[src/ests_pkg.sv]
// ests_pkg: shared types and constants of the endpoint session table.
// No dependencies.
package ests_pkg;

	localparam int TABLE_DEPTH = 32;
	localparam int IDX_W = $clog2(TABLE_DEPTH);
	localparam int CNT_W = $clog2(TABLE_DEPTH + 1);
	localparam int SLOT_W = 5;
	localparam int REM_W = 16;
	localparam int REM_CW = $clog2(REM_W + 1);

	typedef enum logic [2:0] {
		OP_UPSERT = 3'd0,
		OP_FIND   = 3'd1,
		OP_PROBE  = 3'd2,
		OP_EXPIRE = 3'd3,
		OP_DELETE = 3'd4,
		OP_CLEAR  = 3'd5,
		OP_RSVD6  = 3'd6,
		OP_RSVD7  = 3'd7
	} op_t;

	typedef logic [1:0] stat_t;
	localparam stat_t ST_OK   = 2'd0;
	localparam stat_t ST_NF   = 2'd1;
	localparam stat_t ST_FULL = 2'd2;
	localparam stat_t ST_BAD  = 2'd3;

	localparam logic [1:0] CFG_PORT_STEP = 2'd0;
	localparam logic [1:0] CFG_PORT_TRIES = 2'd1;
	localparam logic [1:0] CFG_RETRY_WINDOW = 2'd2;
	localparam logic [1:0] CFG_MAX_AGE = 2'd3;

	typedef struct packed {
		logic [31:0] ip;
		logic [15:0] port;
		logic [31:0] seen;
		logic [15:0] ping;
	} ent_t;

	typedef enum logic [2:0] {
		S_IDLE,
		S_READ,
		S_EVAL,
		S_REMW,
		S_UPD,
		S_FIN
	} state_t;

	typedef struct packed {
		logic start;
		logic rd;
		logic eval;
		logic rem_start;
		logic rem_eval;
		logic upd;
		logic finish;
	} cmd_t;

	typedef struct packed {
		logic scan_end;
		logic upsert_go;
		logic cand;
		logic rem_busy;
		logic out_free;
	} sts_t;

endpackage

[src/ests_rem.sv]
// ests_rem: bit-serial restoring remainder, one dividend bit per cycle.
// Depends on ests_pkg.
module ests_rem
	import ests_pkg::*;
(
	input  logic             clk,
	input  logic             arst_n,
	input  logic             start,
	input  logic [REM_W-1:0] dividend,
	input  logic [REM_W-1:0] divisor,
	output logic             busy,
	output logic             rem_zero
);

	logic [REM_W:0]   r_q;
	logic [REM_W-1:0] d_q;
	logic [REM_W-1:0] div_q;
	logic [REM_CW-1:0] cnt_q;
	logic [REM_W:0]   r_sh;

	assign r_sh = {r_q[REM_W-1:0], d_q[REM_W-1]};

	always_ff @(posedge clk or negedge arst_n) begin
		if (!arst_n) begin
			cnt_q <= '0;
		end else if (start) begin
			cnt_q <= REM_CW'(REM_W);
		end else if (cnt_q != '0) begin
			cnt_q <= cnt_q - 1'b1;
		end
	end

	always_ff @(posedge clk) begin
		if (start) begin
			r_q <= '0;
			d_q <= dividend;
			div_q <= divisor;
		end else if (cnt_q != '0) begin
			d_q <= {d_q[REM_W-2:0], 1'b0};
			if (r_sh >= {1'b0, div_q}) begin
				r_q <= r_sh - {1'b0, div_q};
			end else begin
				r_q <= r_sh;
			end
		end
	end

	assign busy = (cnt_q != '0);
	assign rem_zero = (r_q == '0);

endmodule

[src/ests_dp.sv]
// ests_dp: entry memory, request and config registers, compare logic, result words.
// Depends on ests_pkg and ests_rem.
module ests_dp
	import ests_pkg::*;
(
	input  logic         clk,
	input  logic         arst_n,
	input  cmd_t         cmd,
	output sts_t         sts,
	input  logic         cfg_we,
	input  logic [1:0]   cfg_idx,
	input  logic [31:0]  cfg_wdata,
	input  logic [2:0]   opcode,
	input  logic [31:0]  ip_addr,
	input  logic [15:0]  port_num,
	input  logic [31:0]  now_time,
	input  logic [15:0]  ping_sample,
	input  logic [4:0]   slot_sel,
	input  logic         out_ready,
	output logic         out_valid,
	output logic [1:0]   status,
	output logic [4:0]   slot,
	output logic         created,
	output logic         recent,
	output logic [5:0]   used_entries,
	output logic [5:0]   removed
);

	ent_t mem [TABLE_DEPTH];

	logic [15:0] step_q, tries_q;
	logic [31:0] window_q, max_age_q;

	op_t         op_q;
	logic [31:0] ip_q, now_q, limit_q;
	logic [15:0] port_q, ping_q;
	logic [4:0]  sel_q;
	logic [CNT_W-1:0] fill_q, idx_q, wr_q, rmv_q;
	logic [IDX_W-1:0] cur_q, slot_q;
	logic hit_q, recent_q, created_q, ovalid_q;
	ent_t rd_s1;

	logic        match_key, pre, drop, bad, rem_zero, rem_busy;
	logic        we;
	logic [IDX_W-1:0] waddr;
	ent_t        wdata;
	logic [15:0] diff;
	logic [31:0] age;
	logic [17:0] smooth;
	logic [CNT_W-1:0] fill_nxt;
	stat_t       st_nxt;

	always_ff @(posedge clk or negedge arst_n) begin
		if (!arst_n) begin
			step_q <= 16'd1;
			tries_q <= 16'd1;
			window_q <= 32'd0;
			max_age_q <= 32'd60;
		end else if (cfg_we) begin
			unique case (cfg_idx)
				CFG_PORT_STEP: step_q <= cfg_wdata[15:0];
				CFG_PORT_TRIES: tries_q <= cfg_wdata[15:0];
				CFG_RETRY_WINDOW: window_q <= cfg_wdata;
				CFG_MAX_AGE: max_age_q <= cfg_wdata;
			endcase
		end
	end

	assign match_key = (rd_s1.ip == ip_q) && (rd_s1.port == port_q);
	assign diff = rd_s1.port - port_q;
	assign pre = (rd_s1.ip == ip_q) && (rd_s1.port >= port_q) && ({16'd0, diff} < limit_q);
	assign age = now_q - rd_s1.seen;
	assign drop = (op_q == OP_EXPIRE) ? (age > max_age_q) : (cur_q == sel_q[IDX_W-1:0]);
	assign bad = ({1'b0, sel_q} >= fill_q);
	assign smooth = 18'(3 * rd_s1.ping) + 18'(ping_q) + 18'd2;

	always_comb begin
		sts.scan_end = hit_q || (idx_q >= fill_q) || (op_q == OP_CLEAR) ||
			(op_q == OP_RSVD6) || (op_q == OP_RSVD7) || ((op_q == OP_DELETE) && bad);
		sts.upsert_go = (op_q == OP_UPSERT) && (hit_q || (fill_q < CNT_W'(TABLE_DEPTH)));
		sts.cand = (op_q == OP_PROBE) && pre;
		sts.rem_busy = rem_busy;
		sts.out_free = !ovalid_q || out_ready;
	end

	always_comb begin
		we = 1'b0;
		waddr = wr_q[IDX_W-1:0];
		wdata = rd_s1;
		if (cmd.eval && ((op_q == OP_EXPIRE) || (op_q == OP_DELETE)) && !drop) begin
			we = 1'b1;
		end else if (cmd.upd) begin
			we = 1'b1;
			waddr = hit_q ? slot_q : fill_q[IDX_W-1:0];
			wdata.ip = ip_q;
			wdata.port = port_q;
			wdata.seen = now_q;
			wdata.ping = hit_q ? smooth[17:2] : ping_q;
		end
	end

	always_ff @(posedge clk) begin
		if (we) begin
			mem[waddr] <= wdata;
		end
		if (cmd.rd) begin
			rd_s1 <= mem[idx_q[IDX_W-1:0]];
		end
	end

	ests_rem u_rem (
		.clk      (clk),
		.arst_n   (arst_n),
		.start    (cmd.rem_start),
		.dividend (diff),
		.divisor  (step_q),
		.busy     (rem_busy),
		.rem_zero (rem_zero)
	);

	always_ff @(posedge clk) begin
		if (cmd.start) begin
			op_q <= op_t'(opcode);
			ip_q <= ip_addr;
			port_q <= port_num;
			now_q <= now_time;
			ping_q <= ping_sample;
			sel_q <= slot_sel;
			limit_q <= 32'(tries_q) * 32'(step_q);
			idx_q <= '0;
			wr_q <= '0;
			rmv_q <= '0;
			hit_q <= 1'b0;
			slot_q <= '0;
			recent_q <= 1'b0;
			created_q <= 1'b0;
		end else begin
			if (cmd.rd) begin
				cur_q <= idx_q[IDX_W-1:0];
				idx_q <= idx_q + 1'b1;
			end
			if (cmd.eval) begin
				if (((op_q == OP_UPSERT) || (op_q == OP_FIND)) && match_key) begin
					hit_q <= 1'b1;
					slot_q <= cur_q;
				end
				if ((op_q == OP_EXPIRE) || (op_q == OP_DELETE)) begin
					if (drop) begin
						rmv_q <= rmv_q + 1'b1;
					end else begin
						wr_q <= wr_q + 1'b1;
					end
				end
			end
			if (cmd.rem_eval && rem_zero) begin
				hit_q <= 1'b1;
				slot_q <= cur_q;
				recent_q <= (age < window_q);
			end
			if (cmd.upd && !hit_q) begin
				slot_q <= fill_q[IDX_W-1:0];
				created_q <= 1'b1;
			end
		end
	end

	always_comb begin
		fill_nxt = fill_q;
		st_nxt = ST_OK;
		unique case (op_q)
			OP_UPSERT: st_nxt = (hit_q || created_q) ? ST_OK : ST_FULL;
			OP_FIND, OP_PROBE: st_nxt = hit_q ? ST_OK : ST_NF;
			OP_EXPIRE: fill_nxt = wr_q;
			OP_DELETE: begin
				if (bad) begin
					st_nxt = ST_BAD;
				end else begin
					fill_nxt = wr_q;
				end
			end
			OP_CLEAR: fill_nxt = '0;
			OP_RSVD6, OP_RSVD7: st_nxt = ST_OK;
		endcase
	end

	always_ff @(posedge clk or negedge arst_n) begin
		if (!arst_n) begin
			fill_q <= '0;
			ovalid_q <= 1'b0;
		end else begin
			if (cmd.upd && !hit_q) begin
				fill_q <= fill_q + 1'b1;
			end else if (cmd.finish) begin
				fill_q <= fill_nxt;
			end
			if (cmd.finish) begin
				ovalid_q <= 1'b1;
			end else if (out_ready) begin
				ovalid_q <= 1'b0;
			end
		end
	end

	always_ff @(posedge clk) begin
		if (cmd.finish) begin
			status <= st_nxt;
			slot <= SLOT_W'(slot_q);
			created <= created_q;
			recent <= recent_q;
			used_entries <= 6'(fill_nxt);
			removed <= (op_q == OP_CLEAR) ? 6'(fill_q) : 6'(rmv_q);
		end
	end

	assign out_valid = ovalid_q;

endmodule

[src/ests_ctrl.sv]
// ests_ctrl: request sequencer; steps the entry scan and the result handoff.
// Depends on ests_pkg.
module ests_ctrl
	import ests_pkg::*;
(
	input  logic clk,
	input  logic arst_n,
	input  logic in_valid,
	output logic in_ready,
	input  sts_t sts,
	output cmd_t cmd
);

	state_t state_q, state_nxt;

	always_ff @(posedge clk or negedge arst_n) begin
		if (!arst_n) begin
			state_q <= S_IDLE;
		end else begin
			state_q <= state_nxt;
		end
	end

	always_comb begin
		state_nxt = state_q;
		unique case (state_q)
			S_IDLE: if (in_valid) state_nxt = S_READ;
			S_READ: begin
				if (!sts.scan_end) begin
					state_nxt = S_EVAL;
				end else if (sts.upsert_go) begin
					state_nxt = S_UPD;
				end else begin
					state_nxt = S_FIN;
				end
			end
			S_EVAL: state_nxt = sts.cand ? S_REMW : S_READ;
			S_REMW: if (!sts.rem_busy) state_nxt = S_READ;
			S_UPD: state_nxt = S_FIN;
			S_FIN: if (sts.out_free) state_nxt = S_IDLE;
			default: state_nxt = S_IDLE;
		endcase
	end

	always_comb begin
		cmd = '0;
		in_ready = 1'b0;
		unique case (state_q)
			S_IDLE: begin
				in_ready = 1'b1;
				cmd.start = in_valid;
			end
			S_READ: cmd.rd = !sts.scan_end;
			S_EVAL: begin
				cmd.eval = !sts.cand;
				cmd.rem_start = sts.cand;
			end
			S_REMW: cmd.rem_eval = !sts.rem_busy;
			S_UPD: cmd.upd = 1'b1;
			S_FIN: cmd.finish = sts.out_free;
			default: cmd = '0;
		endcase
	end

endmodule

[src/endpoint_session_table.sv]
// endpoint_session_table: top level of the ordered endpoint table.
// Depends on ests_pkg, ests_ctrl, ests_dp.
//
//   channel  handshake             word
//   in       in_valid / in_ready   opcode ip_addr port_num now_time ping_sample slot_sel
//   out      out_valid / out_ready status slot created recent used_entries removed
//   cfg      cfg_we                cfg_idx cfg_wdata
//
// One request at a time; each probe entry in the port range runs the serial remainder.
// The entry memory is single-ported.
// Reset clears the fill count and sets the config to its defaults; the table needs no clearing pass.
// A waiting result sits in the output register; the next request may already run.
module endpoint_session_table
	import ests_pkg::*;
(
	input  logic        clk,
	input  logic        arst_n,
	input  logic        cfg_we,
	input  logic [1:0]  cfg_idx,
	input  logic [31:0] cfg_wdata,
	input  logic        in_valid,
	output logic        in_ready,
	input  logic [2:0]  opcode,
	input  logic [31:0] ip_addr,
	input  logic [15:0] port_num,
	input  logic [31:0] now_time,
	input  logic [15:0] ping_sample,
	input  logic [4:0]  slot_sel,
	output logic        out_valid,
	input  logic        out_ready,
	output logic [1:0]  status,
	output logic [4:0]  slot,
	output logic        created,
	output logic        recent,
	output logic [5:0]  used_entries,
	output logic [5:0]  removed
);

	cmd_t cmd;
	sts_t sts;

	ests_ctrl u_ctrl (
		.clk      (clk),
		.arst_n   (arst_n),
		.in_valid (in_valid),
		.in_ready (in_ready),
		.sts      (sts),
		.cmd      (cmd)
	);

	ests_dp u_dp (
		.clk          (clk),
		.arst_n       (arst_n),
		.cmd          (cmd),
		.sts          (sts),
		.cfg_we       (cfg_we),
		.cfg_idx      (cfg_idx),
		.cfg_wdata    (cfg_wdata),
		.opcode       (opcode),
		.ip_addr      (ip_addr),
		.port_num     (port_num),
		.now_time     (now_time),
		.ping_sample  (ping_sample),
		.slot_sel     (slot_sel),
		.out_ready    (out_ready),
		.out_valid    (out_valid),
		.status       (status),
		.slot         (slot),
		.created      (created),
		.recent       (recent),
		.used_entries (used_entries),
		.removed      (removed)
	);

endmodule

[config.mk]
export PLATFORM = sky130hd
export DESIGN_NAME = endpoint_session_table
export DESIGN_NICKNAME = d
export VERILOG_FILES = /design/src/ests_pkg.sv /design/src/ests_rem.sv /design/src/ests_dp.sv /design/src/ests_ctrl.sv /design/src/endpoint_session_table.sv
export SDC_FILE = /design/constraint.sdc
export NUM_CORES = 2
export LEC_CHECK = 0
export BUFFER_PORTS_ARGS = -buffer_cell sky130_fd_sc_hd__buf_2
export CAP_MARGIN = 20
export CORE_ASPECT_RATIO = 0.6
export CORE_UTILIZATION = 57
export DETAILED_ROUTE_END_ITERATION = 6
export PLACE_DENSITY_LB_ADDON = 0.08
export SKIP_CTS_REPAIR_TIMING = 1
export SYNTH_ARGS = -nofsm -noshare
export SYNTH_HDL_FRONTEND = slang
export SYNTH_SLANG_ARGS = --single-unit
[constraint.sdc]
create_clock -name clk -period 10.3 [get_ports clk]
set_input_delay 1.03 -clock clk [delete_from_list [all_inputs] [get_ports clk]]
set_output_delay 1.03 -clock clk [all_outputs]
set_load 0.01 [all_outputs]
==> results.toml <==
[routing]
wl_met2_mm = 141.8
wire_per_inst_um = 32.01
drc = 0
top_layer = "met4"
drt_pass1_iterations = 5
routed_wl_mm = 314.3
first_iter_violations = 7715
ant_nets = 0
met3_length_mm = 25.59
dr_total_vias = 63380
wl_met1_mm = 140.1
via_per_inst = 6.454

[cts]
cts_buffer_depth = 4
cts-root-buf = "clkbuf_16"
clk-insertion-delay-late_ns = 0.84
numCtsBuffers = 273
clk_pin_slew_ns = 0.07
cts_tree = "built"
clock-sinks = 2972
htreeDepth = 5

[sta]
post-route-period-util_pct = 78.23
setup_viol = 0
worstMarginPinSlew_ns = 1.177
hold_violations = 0
fin_crit_ns = 8.058
drv_slew = 0
rsz0062_at_grt = "false"
timing.final.ws_setup_ns = 2.242
timing.hold.ws_ns = 0.2735
clock_skew_ns = 0.04644
fmax_mhz = 124.1
relSlewSlack_pct = 20.28
setup_tns_ns = 0

[yosys]
synth_cells = 6391
yosysTopAreaCellShare_pct = 67.00
syn_nets = 6993
synthesis.area_um2 = 126300
synth.avg_cell_area_um2 = 19.76
synth_xor_area_share_pct = 0.9015
yosys.area_share.simple_pct = 2.687
synth_enable_flop_cells = 2818
synth.area.mux_share_pct = 16.57
synth-compound-area-share_pct = 2.261
yosysUniqueCellTypes = 84
ys.flop_type = "edfxtp_1"
ys_top_cells_by_area = "edfxtp_1 67%, mux4_2 14%, fa_1 3.1%"
synth_top_family_by_area = "multiplexers"
synthArstFlopShare_pct = 3.735
synth_fa_ha_area_share_pct = 5.718
ys_ff_latch = 2972
synth.largest_area_cell = "edfxtp_1"
synth_seq_area_share_pct = 69.88
synth_warnings = 0

[floorplan]
die_area_um2 = 223500
core_um2 = 219700
ios = 166
num_rows = 133
dieWidth_um = 609.7
start_util_pct = 57.50
die_y_um = 366.6

[critical_path]
critical-path-top-delay-family = "compound AO/OA/AOI/OAI gates"
cp_cell_sequence = "ha_1 -> nor2b_1 -> o31a_1 -> o21ai_1 -> o311ai_1 -> a31oi_1 -> o21ai_1 -> a21oi_1 -> a21oi_1 -> xnor2_1 -> ha_1 -> nand4_1 -> or3_1 -> nor2_1 -> a31oi_1 -> o21ai_2 -> o41ai_2 -> nor3b_4 -> a22oi_4 -> nor2_4 -> buf_4"
arrival_ns = 8.52
cpMaxStageDelayCell = "o311ai_1"
crit_path_start_kind = "flop"
cp.required_ns = 10.77
setup.worst_path.end_class = "flop"
crit_fanout = 29
slowest_delay_ns = 0.96
crit_buf_inv = 1
crit_type = "flop to flop"

[min_path]
hold_class = "primary input to async pin"

[global_route]
gr-usage-all-layers_pct = 28.33
antenna_found_initial = 12
overflow = 0
grt_pass1_wl_mm = 453.6
grt_pass1_vias = 63020
grt_max_degree = 166

[pwr]
p_per_area_nw_per_um2 = 307.4
p_leak_uw = 0.04663
peakVddDrop_mv = 0.7957

[run_status]
status = "completed"

[placed_design]
dp.cells = 9326
place_congestion = 0.8651
hpwlAfterDp_mm = 172.3
port-buffer-count = 149
dp_slack_ns = 2.438

[final_layout]
syn_to_final_growth_pct = 11.03
final_util_pct = 63.84
nNetsFinal = 7318
layout-drive-gt1-share_pct = 26.09
fill_cells = 14970
stdcell_count = 9820

[flow_run]
cap_violations = 0
routing by layer:
layer / vias up / track usage (%)
li1: 26180 / -
met1: 34010 / 45.22
met2: 2793 / 41.83
met3: 387 / 4.455
met4: 0 / 6.121
met5: - / 0
stage by stage:
| step | area [µm²] | power [µW] |
|---|---|---|
| 6_report | 140200 | 43110 |
| 5_1_grt | 140200 | 45530 |
| 4_1_cts | 140000 | 43240 |
| 3_5_place_dp | 131600 | 33430 |
| 3_3_place_gp | 131500 | 33090 |
| 2_1_floorplan | 126300 | 28750 |
power breakdown:
group | total (µW) | internal (µW) | switching [µW] | leakage, µW
clock network | 9790 | 5400 | 4390 | 0.00407
registers | 16300 | 15900 | 457 | 0.0271
logic | 17000 | 7070 | 9920 | 0.0154
kinds of logic after synthesis:
group	count (synthesis)
muxes	1060
AOI/OAI and AO/OA	427
and+or+nand+nor	692
buffers and inverters	651
DFF	2972
adders and majority gates	459
xor gates and xnor gates	130
sequential cells by signal, indices dropped and copies added (netlist names), 16 cells and up:
name              cells
u_dp.mem           2560
u_dp.rd_s1           80
u_dp.ip_q            32
u_dp.limit_q         32
u_dp.max_age_q       32
u_dp.now_q           32
u_dp.window_q        32
u_dp.u_rem.r_q       17
u_dp.port_q          16
u_dp.step_q          16
u_dp.tries_q         16
u_dp.u_rem.d_q       16
u_dp.u_rem.div_q     16
cell usage after synthesis (18+ instances only):
cell / n
edfxtp_1: 2818
mux4_2: 800
inv_1: 384
ha_1: 262
nand2_1: 251
mux2_2: 227
fa_1: 197
clkbuf_1: 172
and2_1: 129
nor2_1: 114
a21oi_1: 111
dfrtp_1: 105
o21ai_0: 87
xnor2_1: 86
a21o_1: 68
buf_1: 60
xor2_1: 44
dfxtp_1: 43
nor3_1: 41
nand4_1: 39
buf_2: 31
nand3_1: 25
a211oi_1: 20
nor2b_1: 19
mux2i_1: 18
layout make-up:
cell class                      instances  area [µm²]  share of cell area, %
Clock inverter                        137        1079                 0.7691
Tap cell                             2902        3631                  2.589
Inverter                              384        1449                  1.033
Sequential cell                      2972       88290                  62.96
Timing Repair Buffer                  317        2590                  1.847
Antenna cell                            3       7.507               0.005353
Clock buffer                          337        7298                  5.204
Multi-Input combinational cell       2768       35890                  25.60
final timing paths:
check | from | to | slack, ns | cells past startpoint
setup / recovery | u_dp.now_q[1] | u_dp.mem[23][22] | 2.24 | 21
hold / removal | arst_n | u_dp.step_q[8] | 0.27 | 1
setup reg to reg | u_dp.now_q[1] | u_dp.mem[23][22] | 2.24 | 21
hold reg to reg | u_dp.recent_q | u_dp.recent | 0.45 | 0
max in group asynchronous | arst_n | u_dp.max_age_q[9] | 8.66 | 2
min in group clk | ip_addr[29] | u_dp.ip_q[29] | 0.36 | 1
cell usage in the layout, fill, tap and decap left out, types with 56 or more instances in the layout:
cell / instances
fa_1: 197
nand2_1: 251
buf_4: 117
ha_1: 262
inv_1: 383
mux4_2: 800
xnor2_1: 86
nor2_1: 96
a21oi_1: 111
clkbuf_16: 284
mux2_2: 227
and2_1: 129
o21ai_0: 56
a21o_1: 68
buf_2: 148
clkinv_1: 60
dfrtp_1: 105
edfxtp_1: 2818
No activity file was read; power rests on OpenSTA's default activity.
